==> config.mk <==
export PLATFORM = sky130hd
export DESIGN_NAME = stack_with_insert_under_top
export DESIGN_NICKNAME = d
export VERILOG_FILES = /design/src/design/stkins_pkg.sv /design/src/design/stack_with_insert_under_top.sv
export VERILOG_INCLUDE_DIRS = /design/src /design/src/design
export SDC_FILE = /design/constraint.sdc
export NUM_CORES = 1
export LEC_CHECK = 0
export BUFFER_PORTS_ARGS = -buffer_cell sky130_fd_sc_hd__buf_4
export CAP_MARGIN = 20
export CORE_MARGIN = 2
export CORE_UTILIZATION = 40
export CTS_BUF_LIST = sky130_fd_sc_hd__clkbuf_16
export DETAILED_ROUTE_END_ITERATION = 6
export PLACE_DENSITY = 0.66
export SYNTH_ARGS = -nofsm -noshare
export SYNTH_HDL_FRONTEND = slang
export SYNTH_SLANG_ARGS = --single-unit
==> constraint.sdc <==
create_clock -name clk_i -period 5 [get_ports clk_i]
set_clock_uncertainty 0.2 [all_clocks]
set_input_delay 1 -clock clk_i [delete_from_list [all_inputs] [get_ports clk_i]]
set_output_delay 1 -clock clk_i [all_outputs]
set_load 0.02 [all_outputs]
==> src/design/stack_with_insert_under_top_assert.svh <==
// Assertion macros for the stack block. They sample on clk_i, and STK_ASSERT uses rst_ni.
`ifndef STACK_WITH_INSERT_UNDER_TOP_ASSERT_SVH
`define STACK_WITH_INSERT_UNDER_TOP_ASSERT_SVH

// Checked only while the block is out of reset.
`define STK_ASSERT(label, prop, msg) \
  label: assert property (@(posedge clk_i) disable iff (!rst_ni) (prop)) else $error(msg);

// Checked at every clock edge, reset included.
`define STK_ASSERT_ALWAYS(label, prop, msg) \
  label: assert property (@(posedge clk_i) (prop)) else $error(msg);

`endif

==> src/design/stkins_pkg.sv <==
`default_nettype none

package stkins_pkg;

  // Fixed field widths of the request and result items.
  localparam int CMD_W       = 3;
  localparam int VALUE_W     = 32;
  localparam int DATA_W      = 32;
  localparam int POS_W       = 5;
  localparam int STATUS_W    = 2;
  localparam int FILL_W      = 5;
  localparam int IN_TDATA_W  = 40;
  localparam int OUT_TDATA_W = 48;

  typedef enum logic [CMD_W-1:0] {
    CMD_PUSH   = 3'd0,
    CMD_INSERT = 3'd1,
    CMD_POP    = 3'd2,
    CMD_PEEK   = 3'd3,
    CMD_SEARCH = 3'd4
  } cmd_e;

  typedef enum logic [STATUS_W-1:0] {
    STATUS_OK    = 2'd0,
    STATUS_EMPTY = 2'd1,
    STATUS_FULL  = 2'd2
  } status_e;

  typedef enum logic [2:0] {
    ST_IDLE,
    ST_READ,
    ST_MOVE,
    ST_PUT,
    ST_SEARCH,
    ST_RESP
  } state_e;

endpackage

`default_nettype wire

==> src/design/stack_with_insert_under_top.sv <==
// Channel   Dir  Bits  Contents (lowest bit first)
// s_axis    in   40    cmd[2:0], value[34:3], zero pad[39:35]
// m_axis    out  48    data[31:0], found[32], position[37:33], status[39:38],
//                      fill[44:40], zero pad[47:45]
//
// A request is taken only while the sequencer is idle, even if a result is
// still waiting in the output register. A search reads the stored words from
// the top down, since the single read port of the entry memory fetches one
// stored word per cycle for the shared comparator. Refused and empty-stack
// requests and unused codes go straight to the result. The sequencer returns
// to idle, ready for the next request, as the result is loaded. Reset clears
// the fill count, the sequencer and the output valid; the entry memory is not
// cleared, and no clearing pass is needed. A stalled output holds the finished
// result in the sequencer until the output register is free.
`default_nettype none
`include "stack_with_insert_under_top_assert.svh"

module stack_with_insert_under_top #(
  parameter int DEPTH     = 16,
  parameter int WORD_BITS = 32
) (
  input  wire logic                               clk_i,
  input  wire logic                               rst_ni,
  input  wire logic                               s_axis_tvalid_i,
  output logic                                    s_axis_tready_o,
  // cmd, value, pad
  input  wire logic [stkins_pkg::IN_TDATA_W-1:0]  s_axis_tdata_i,
  output logic                                    m_axis_tvalid_o,
  input  wire logic                               m_axis_tready_i,
  // data, found, position, status, fill, pad
  output logic [stkins_pkg::OUT_TDATA_W-1:0]      m_axis_tdata_o
);
  import stkins_pkg::*;

  // Address and count widths follow the depth; the count must hold DEPTH itself.
  localparam int AW   = (DEPTH > 1) ? $clog2(DEPTH) : 1;
  localparam int CW   = $clog2(DEPTH + 1);
  localparam int ExtW = (WORD_BITS > DATA_W) ? WORD_BITS : DATA_W;
  localparam int PadW = (CW > POS_W) ? CW : POS_W;

  // Entry memory, index 0 at the bottom of the stack.
  logic [WORD_BITS-1:0] mem [DEPTH];
  logic [WORD_BITS-1:0] rdata_q;
  logic                 mem_we;
  logic [AW-1:0]        mem_waddr;
  logic [WORD_BITS-1:0] mem_wdata;
  logic                 mem_re;
  logic [AW-1:0]        mem_raddr;

  state_e state_q, state_d;
  logic [CW-1:0] count_q, count_d;
  logic [CW-1:0] rd_ptr_q, rd_ptr_d;
  logic          cmp_vld_q, cmp_vld_d;
  logic [CW-1:0] cmp_pos_q;
  logic          m_valid_q, m_valid_d;
  logic [OUT_TDATA_W-1:0] m_tdata_q;

  // Request held for the whole operation, and the result under construction.
  cmd_e                 cmd_q;
  logic [WORD_BITS-1:0] val_q;
  logic [WORD_BITS-1:0] res_data_q;
  logic                 res_found_q;
  logic [CW-1:0]        res_pos_q;
  status_e              res_status_q;

  logic                 in_fire;
  cmd_e                 in_cmd;
  logic [ExtW-1:0]      in_ext;
  logic [WORD_BITS-1:0] in_word;
  logic                 is_full;
  logic                 is_empty;
  logic [CW-1:0]        top_idx;
  logic [CW-1:0]        scan_idx;
  logic                 scan_issue;
  logic                 search_match;
  logic                 search_done;
  logic                 out_free;
  logic                 out_load;
  logic [ExtW-1:0]      data_ext;
  logic [PadW-1:0]      pos_ext;
  logic [PadW-1:0]      fill_ext;

  assign s_axis_tready_o = (state_q == ST_IDLE);
  assign in_fire  = s_axis_tvalid_i && s_axis_tready_o;
  assign in_cmd   = cmd_e'(s_axis_tdata_i[CMD_W-1:0]);
  assign in_ext   = ExtW'(s_axis_tdata_i[CMD_W +: VALUE_W]);
  assign in_word  = in_ext[WORD_BITS-1:0];

  assign is_full  = (count_q == CW'(DEPTH));
  assign is_empty = (count_q == '0);
  assign top_idx  = count_q - CW'(1);
  assign scan_idx = top_idx - rd_ptr_q;

  // The shared comparator looks at the word fetched in the previous cycle.
  assign scan_issue   = (rd_ptr_q < count_q);
  assign search_match = cmp_vld_q && (rdata_q == val_q);
  assign search_done  = search_match || (cmp_vld_q && (cmp_pos_q == count_q));

  assign out_free = !m_valid_q || m_axis_tready_i;
  assign out_load = (state_q == ST_RESP) && out_free;

  // Next state.
  always_comb begin
    state_d = state_q;
    case (state_q)
      ST_IDLE: begin
        if (in_fire) begin
          case (in_cmd)
            CMD_PUSH:   state_d = ST_RESP;
            CMD_INSERT: state_d = (is_full || is_empty) ? ST_RESP : ST_MOVE;
            CMD_POP:    state_d = is_empty ? ST_RESP : ST_READ;
            CMD_PEEK:   state_d = is_empty ? ST_RESP : ST_READ;
            CMD_SEARCH: state_d = is_empty ? ST_RESP : ST_SEARCH;
            default:    state_d = ST_RESP;
          endcase
        end
      end
      ST_READ:   state_d = ST_RESP;
      ST_MOVE:   state_d = ST_PUT;
      ST_PUT:    state_d = ST_RESP;
      ST_SEARCH: begin
        if (search_done) begin
          state_d = ST_RESP;
        end
      end
      ST_RESP: begin
        if (out_free) begin
          state_d = ST_IDLE;
        end
      end
      default:   state_d = ST_IDLE;
    endcase
  end

  // Memory port control per state.
  always_comb begin
    mem_we    = 1'b0;
    mem_waddr = count_q[AW-1:0];
    mem_wdata = in_word;
    mem_re    = 1'b0;
    mem_raddr = top_idx[AW-1:0];
    case (state_q)
      ST_IDLE: begin
        if (in_fire) begin
          case (in_cmd)
            CMD_PUSH:   mem_we = !is_full;
            CMD_INSERT: begin
              // Insert on an empty stack is a plain push.
              mem_we = is_empty;
              mem_re = !is_empty && !is_full;
            end
            CMD_POP:    mem_re = !is_empty;
            CMD_PEEK:   mem_re = !is_empty;
            default:    mem_re = 1'b0;
          endcase
        end
      end
      ST_MOVE: begin
        // The old top moves up one slot.
        mem_we    = 1'b1;
        mem_wdata = rdata_q;
      end
      ST_PUT: begin
        mem_we    = 1'b1;
        mem_waddr = top_idx[AW-1:0];
        mem_wdata = val_q;
      end
      ST_SEARCH: begin
        mem_re    = scan_issue;
        mem_raddr = scan_idx[AW-1:0];
      end
      default: begin
        mem_we = 1'b0;
      end
    endcase
  end

  // Control register next values.
  always_comb begin
    count_d   = count_q;
    rd_ptr_d  = rd_ptr_q;
    cmp_vld_d = cmp_vld_q;
    m_valid_d = m_valid_q;
    case (state_q)
      ST_IDLE: begin
        rd_ptr_d  = '0;
        cmp_vld_d = 1'b0;
        if (in_fire && !is_full) begin
          if (in_cmd == CMD_PUSH || (in_cmd == CMD_INSERT && is_empty)) begin
            count_d = count_q + CW'(1);
          end
        end
      end
      ST_READ: begin
        if (cmd_q == CMD_POP) begin
          count_d = count_q - CW'(1);
        end
      end
      ST_PUT: count_d = count_q + CW'(1);
      ST_SEARCH: begin
        rd_ptr_d  = scan_issue ? (rd_ptr_q + CW'(1)) : rd_ptr_q;
        cmp_vld_d = scan_issue;
      end
      default: begin
        count_d = count_q;
      end
    endcase
    if (out_load) begin
      m_valid_d = 1'b1;
    end else if (m_axis_tready_i) begin
      m_valid_d = 1'b0;
    end
  end

  always_ff @(posedge clk_i or negedge rst_ni) begin
    if (!rst_ni) begin
      state_q   <= ST_IDLE;
      count_q   <= '0;
      rd_ptr_q  <= '0;
      cmp_vld_q <= 1'b0;
      m_valid_q <= 1'b0;
    end else begin
      state_q   <= state_d;
      count_q   <= count_d;
      rd_ptr_q  <= rd_ptr_d;
      cmp_vld_q <= cmp_vld_d;
      m_valid_q <= m_valid_d;
    end
  end

  always_ff @(posedge clk_i) begin
    if (mem_we) begin
      mem[mem_waddr] <= mem_wdata;
    end
    if (mem_re) begin
      rdata_q <= mem[mem_raddr];
    end
  end

  // Payload registers of the operation in flight.
  always_ff @(posedge clk_i) begin
    if (in_fire) begin
      cmd_q       <= in_cmd;
      val_q       <= in_word;
      res_data_q  <= '0;
      res_found_q <= 1'b0;
      res_pos_q   <= '0;
      if ((in_cmd == CMD_PUSH || in_cmd == CMD_INSERT) && is_full) begin
        res_status_q <= STATUS_FULL;
      end else if ((in_cmd == CMD_POP || in_cmd == CMD_PEEK) && is_empty) begin
        res_status_q <= STATUS_EMPTY;
      end else begin
        res_status_q <= STATUS_OK;
      end
    end
    if (state_q == ST_READ) begin
      res_data_q <= rdata_q;
    end
    if (state_q == ST_SEARCH) begin
      cmp_pos_q <= rd_ptr_q + CW'(1);
      if (search_match) begin
        res_found_q <= 1'b1;
        res_pos_q   <= cmp_pos_q;
      end
    end
    if (out_load) begin
      m_tdata_q <= {3'b000, fill_ext[FILL_W-1:0], res_status_q, pos_ext[POS_W-1:0],
                    res_found_q, data_ext[DATA_W-1:0]};
    end
  end

  assign data_ext = ExtW'(res_data_q);
  assign pos_ext  = PadW'(res_pos_q);
  assign fill_ext = PadW'(count_q);

  assign m_axis_tvalid_o = m_valid_q;
  assign m_axis_tdata_o  = m_tdata_q;

  `STK_ASSERT_ALWAYS(a_count_bound, !rst_ni || (count_q <= CW'(DEPTH)), "fill count above depth")
  `STK_ASSERT(a_count_step,
              (count_q == $past(count_q)) || (count_q == $past(count_q) + CW'(1)) ||
              (count_q + CW'(1) == $past(count_q)),
              "fill count moved by more than one")
  `STK_ASSERT(a_full_refused, (out_load && res_status_q == STATUS_FULL) |-> is_full, "full status with room left")
  `STK_ASSERT(a_found_pos, (out_load && res_found_q) |-> (res_pos_q != '0 && res_pos_q <= count_q), "search hit outside the stored entries")

endmodule

`default_nettype wire
### Word-level counts from Yosys, hierarchy flattened

Memory sizes are Yosys's and may differ from the RTL's. A register that Yosys moved wholly into a read port is not among the register bits.
Index checks and enable logic that the tools add are counted.

| storage, ports and cells | value |
|---|---|
| flip-flop bits (word level) | 140 |
| latch bits | 0 |
| memory bits (writable) | 512 |
| memory bits (read-only) | 0 |
| word-level logic and storage cells | 107 |
| memories kept | 1 |

Memories:

| memory | words | width | read ports | clocked after memory_dff | wr ports | RTL line | source |
|---|---|---|---|---|---|---|---|
| mem | 16 | 32 | 1 | 1 | 1 | stack_with_insert_under_top.sv:42 | `logic [WORD_BITS-1:0] mem [DEPTH];` |

| operators by class | value |
|---|---|
| add/sub/neg operators | 4 |
| $mul | 0 |
| div/mod/pow operators | 0 |
| $lt $le $gt $ge | 1 |
| equality and inequality tests | 20 |
| shifts and indexed selects | 0 |
| muxes and demuxes | 37 |
| bitwise gates (word level) | 0 |
| reductions and logical operators | 31 |

Operators with widths:

| operator | number |
|---|---|
| 32-bit two-way mux | 2 |
| 32-bit one-hot mux with 2 select lines | 1 |
| 5-bit two-way mux | 7 |
| 32-bit equality test | 1 |
| 3-bit by 2-bit equality test with 1-bit output, second input constant | 5 |
| 3-bit two-way mux | 5 |
| 3-bit one-hot mux with 5 select lines | 1 |
| 5-bit one-hot mux with 3 select lines | 1 |
| 1-bit two-way mux | 11 |
| 5-bit by 1-bit adder with 5-bit output, second input constant | 2 |
| 1-bit one-hot mux with 2 select lines | 5 |
| 5-bit one-hot mux with 2 select lines | 1 |
| 3-bit equality test, second input constant | 3 |
| 1-bit logical AND | 9 |
| 3-bit one-hot mux with 3 select lines | 1 |
| 4-bit two-way mux | 2 |
| 2-bit inequality test, second input constant | 4 |
| 3-bit by 1-bit equality test with 1-bit output, second input constant | 2 |
| 3-bit logical NOT | 2 |
| 1-bit logical OR | 6 |
| 2-bit by 1-bit inequality test with 1-bit output, second input constant | 3 |
| 2-bit nonzero test | 3 |
| 2-bit OR reduction | 3 |
| 5-bit equality test | 1 |
| 10 further kinds | 12 |

### Longest topological paths before layout

| logic depth | value |
|---|---|
| word-level depth | 7 |
| gate-level depth with buffers | 13 |
| gate-level depth less buffers | 10 |

### Worst setup path before layout

OpenSTA, ideal clock, no wires.

| timing path | value |
|---|---|
| path kind | register to register |
| start | reg state_q[0] |
| end | mem mem[11][0], enable pin |
| library setup time | 0.421 ns |
| data arrival time | 3.954 ns |
| data required time | 4.379 ns |
| setup slack | 0.425 ns |
| stages on the path, launching flop included | 9 |
| buffers on the path | 0 |
| clock period less this slack | 4.575 ns |
| cells stage by stage | dfrtp_1 > or3_1 > inv_1 > nand2_1 > inv_1 > nand4_1 > nand2_1 > o21ai_0 > nor2_1 |

| on the way | value |
|---|---|
| longest elaborated chain between the ends | 6 |

Ends and longest elaborated chain:

| item | RTL line | source |
|---|---|---|
| start: declaration | stack_with_insert_under_top.sv:50 | `state_e state_q, state_d;` |
| start signal: assignment | stack_with_insert_under_top.sv:223 | `state_q <= state_d;` |
| 3-bit logical NOT | stack_with_insert_under_top.sv:83 | `assign s_axis_tready_o = (state_q == ST_IDLE);` |
| via s_axis_tready_o | stack_with_insert_under_top.sv:25 | `output logic s_axis_tready_o,` |
| 1-bit logical AND | stack_with_insert_under_top.sv:84 | `assign in_fire = s_axis_tvalid_i && s_axis_tready_o;` |
| via in_fire | stack_with_insert_under_top.sv:66 | `logic in_fire;` |
| 1-bit two-way mux | stack_with_insert_under_top.sv:144 | `if (in_fire) begin` |
| 1-bit one-hot mux with 2 select lines | stack_with_insert_under_top.sv:142 | `case (state_q)` |
| 1-bit two-way mux | stack_with_insert_under_top.sv:232 | `if (mem_we) begin` |
| 1-bit two-way mux (implied by the code) | stack_with_insert_under_top.sv:233 | `mem[mem_waddr] <= mem_wdata;` |
| end: declaration | stack_with_insert_under_top.sv:42 |  |

The timed path passes the listed nets, and every way through them passes these cells.

### Final worst setup path

| timing path | value |
|---|---|
| start | reg count_q[1] |
| end | reg rdata_q[29] (read register of mem) (data pin) |

| on the way | value |
|---|---|
| longest elaborated chain between the ends | 6 |

Ends and longest elaborated chain:

| item | RTL line | source |
|---|---|---|
| start: declaration | stack_with_insert_under_top.sv:51 | `logic [CW-1:0] count_q, count_d;` |
| start signal: assignment | stack_with_insert_under_top.sv:224 | `count_q <= count_d;` |
| branches (longest 6 deep; another with 5-bit by 1-bit subtractor with 5-bit output) | -- |  |
| end: declaration | stack_with_insert_under_top.sv:43 | `logic [WORD_BITS-1:0] rdata_q;` |

Several ways; the timed one is not identified.
A chain may end at the register's enable or synchronous reset.

==> flow_metrics.tcl <==
set metrics [dict create \
    avgViaCountPerCell 5.30 \
    fin_nets 2209 \
    core_um2 67300 \
    critPathSlowestCell "dfrtp_1" \
    die_x_um 265 \
    fin_hold_ws_ps 27.2 \
    synth_ff_type "edfxtp_1" \
    synth-seq-cells 684 \
    hold_viol_final 0 \
    period_share_pct 81.1 \
    wl_per_cell_um 20.4 \
    final_common_cell "edfxtp_1" \
    clkLatencyLatePin_ps 650 \
    critPathMaxFanout 32 \
    clock-root-buffer "clkbuf_16" \
    worstPathArrival_ps 4310 \
    grt_overflow_total 0 \
    fin_ws_ps 943 \
    grt_max_degree 119 \
    yosysUniqueCellTypes 47 \
    cts_sinks 684 \
    powerDensity_nw_per_um2 685 \
    ys_seq_area_share_pct 74.8 \
    max_slew.worst_pin.slew_ps 1050 \
    max_stage_delay_ps 530 \
    cts_tree "done" \
    port_buffers 85 \
    min_period_ps 4060 \
    async_reset_ff_share_pct 2.19 \
    timing.fmax_mhz 246 \
    required_ps 5250 \
    finalWirelength_um 62700 \
    fin_setup_tns_ps 0 \
    n_antenna_cell 0 \
    top_layer "met4" \
    ios 94 \
    slew_violations 0 \
    grtUsageTotal_pct 17.7 \
    ctsResizeCount 0 \
    first_pass_iters 5 \
    gp_congestion 0.819 \
    holdBufCountCts 0 \
    met1_length_um 26000 \
    h-tree-depth 2 \
    syn_avg_cell_area_um2 13.4 \
    pre_cts_slack_ps 952 \
    numCtsBuffers 61 \
    chipHeight_um 265 \
    final_layout_size_suffix_gt1_share_pct 12.9 \
    ir_drop_mv 0.790 \
    dr_wl_met3_um 5360 \
    maxCapViolations 0 \
    synthCells 2031 \
    final_cell_mix "663 x edfxtp_1, 442 x nand2_1, 194 x nand3_1, 151 x buf_4, 141 x nor2_1" \
    post_cts.repair.setup_buffers 0 \
    drcViolationCount 0 \
    synth_area_um2 27300 \
    clk_pin_slew_ps 70 \
    grt_pass1_wl_um 94600 \
    run_status "finished, final reports clean" \
    wl_met2_um 30000 \
    finalInstanceArea_um2 31400 \
    cp-end-kind "register" \
    p_leak_nw 11.0 \
    start_kind "register" \
    initial_core_util_pct 40.5 \
    setup_violations 0 \
    rows 95 \
    area_delta_synth_final_pct 15.3 \
    post_dp_cell_area_um2 29400 \
    slew_headroom_pct 29.7 \
    ys.warnings.count 0 \
    clockBufferDepth 3 \
    dp_hpwl_um 36200 \
    dieArea_um2 70300 \
    grt_antenna_before_repair 0 \
    ant_nets 0 \
    rsz0062_at_grt "false" \
    hold_path_class "input pin to asynchronous set/reset pin" \
    cp_top_family "compound AO/OA/AOI/OAI gates" \
    vias 16300 \
    synth-edff-count 663 \
    crit_chain "inv_1 > ha_1 > clkinv_1 > ha_1 > nor2b_1 > o21a_1 > o21a_1 > o21ai_0 > xor2_4 > buf_12 > mux2i_1" \
    fillers 5746 \
    dr.first_iter.drc_count 1572 \
    critical_path_buf_inv_count 3 \
    criticalPathCategory "register to register" \
    grt_pass1_vias 15800 \
]
[layer usage]
layer,global-route usage (%),up-vias
met3,3.10,85
li1,-,7581
met1,24.1,7962
met5,0,-
met4,4.98,0
met2,29.4,655
[report_power, final]
| group | internal (mW) | switching (mW) |
|---|---|---|
| clock | 2.61 | 2.02 |
| combinational | 3.04 | 6.14 |
| sequential | 7.30 | 0.423 |
[kinds of logic (layout without fill, tap and decap cells)]
| kind of cell | count (synthesis) | in the layout | synth area share, % |
|---|---|---|---|
| buffers and inverters | 127 | 294 | 2.14 |
| adder cells (fa/ha/maj) | 13 | 13 | 0.624 |
| AO/OA/AOI/OAI | 139 | 139 | 2.79 |
| XOR/XNOR | 49 | 49 | 1.57 |
| other | 1 | 3 | 0.0138 |
| AND/OR/NAND/NOR | 939 | 939 | 15.1 |
| multiplexers | 79 | 79 | 2.91 |
| flip-flops | 684 | 684 | 74.8 |
[synth_stat cells (3+ instances only)]
library cell | count | area (um2)
mux2_2 | 3 | 33.8
nor2_1 | 157 | 589
ha_1 | 12 | 150
a31oi_1 | 4 | 25.0
clkbuf_1 | 54 | 203
o21ai_0 | 108 | 541
edfxtp_1 | 663 | 19900
dfrtp_1 | 15 | 375
nand3_1 | 194 | 971
nor3_1 | 20 | 100
a21o_1 | 4 | 30.0
mux2i_1 | 76 | 761
xor2_1 | 23 | 201
buf_1 | 8 | 30.0
inv_1 | 16 | 60.1
nor2b_1 | 3 | 18.8
nand4_1 | 70 | 438
buf_2 | 28 | 140
o21a_1 | 4 | 30.0
dfxtp_1 | 6 | 120
nand2_1 | 443 | 1660
xnor2_1 | 26 | 228
a21oi_1 | 8 | 40.0
buf_4 | 17 | 128
nand2b_1 | 4 | 25.0
nor4_1 | 4 | 25.0
or3_1 | 3 | 18.8
and2_1 | 33 | 206
[area by class of cell]
type                    count  area [um2]  share of cell area (%)
clock inverters            49         430                    1.37
clock buffers              62        1550                    4.94
well taps                 873        1090                    3.48
repair buffers            164        1390                    4.41
inverters                  19        71.3                   0.227
flip-flops and latches    684       20400                    64.9
multi-input cells        1222        6490                    20.6
[through the flow]
step	util (%)	total power, mW	cells
finish	46.7	21.5	3073
global route	46.7	22.7	3073
CTS	46.7	21.6	3070
detailed placement	43.7	17.0	2959
global placement	43.7	16.8	2957
floorplan	-	13.9	2033
[flip-flops by register name (all words and copies together) (netlist names)]
signal / count
res_status_q: 2
cmd_q: 3
pos_ext: 5
rdata_q: 32
count_q: 5
val_q: 32
data_ext: 32
rd_ptr_q: 5
res_found_q: 1
cmp_vld_q: 1
mem: 512
state_q: 3
m_axis_tdata_o: 45
m_axis_tvalid_o: 1
cmp_pos_q: 5
[path summary, 6_finish.rpt]
kind / depth (start not counted) / to / slack (ps) / from
hold reg to reg: 0 / m_axis_tdata_o[21] / 220 / data_ext[21]
setup reg to reg: 11 / rdata_q[29] / 940 / count_q[1]
min in group clk_i: 0 / m_axis_tdata_o[21] / 220 / data_ext[21]
hold / removal: 1 / rd_ptr_q[0] / 30 / rst_ni
max in group asynchronous: 1 / state_q[0] / 4370 / rst_ni
setup / recovery: 11 / rdata_q[29] / 940 / count_q[1]
(Power assumes the default switching activity.)
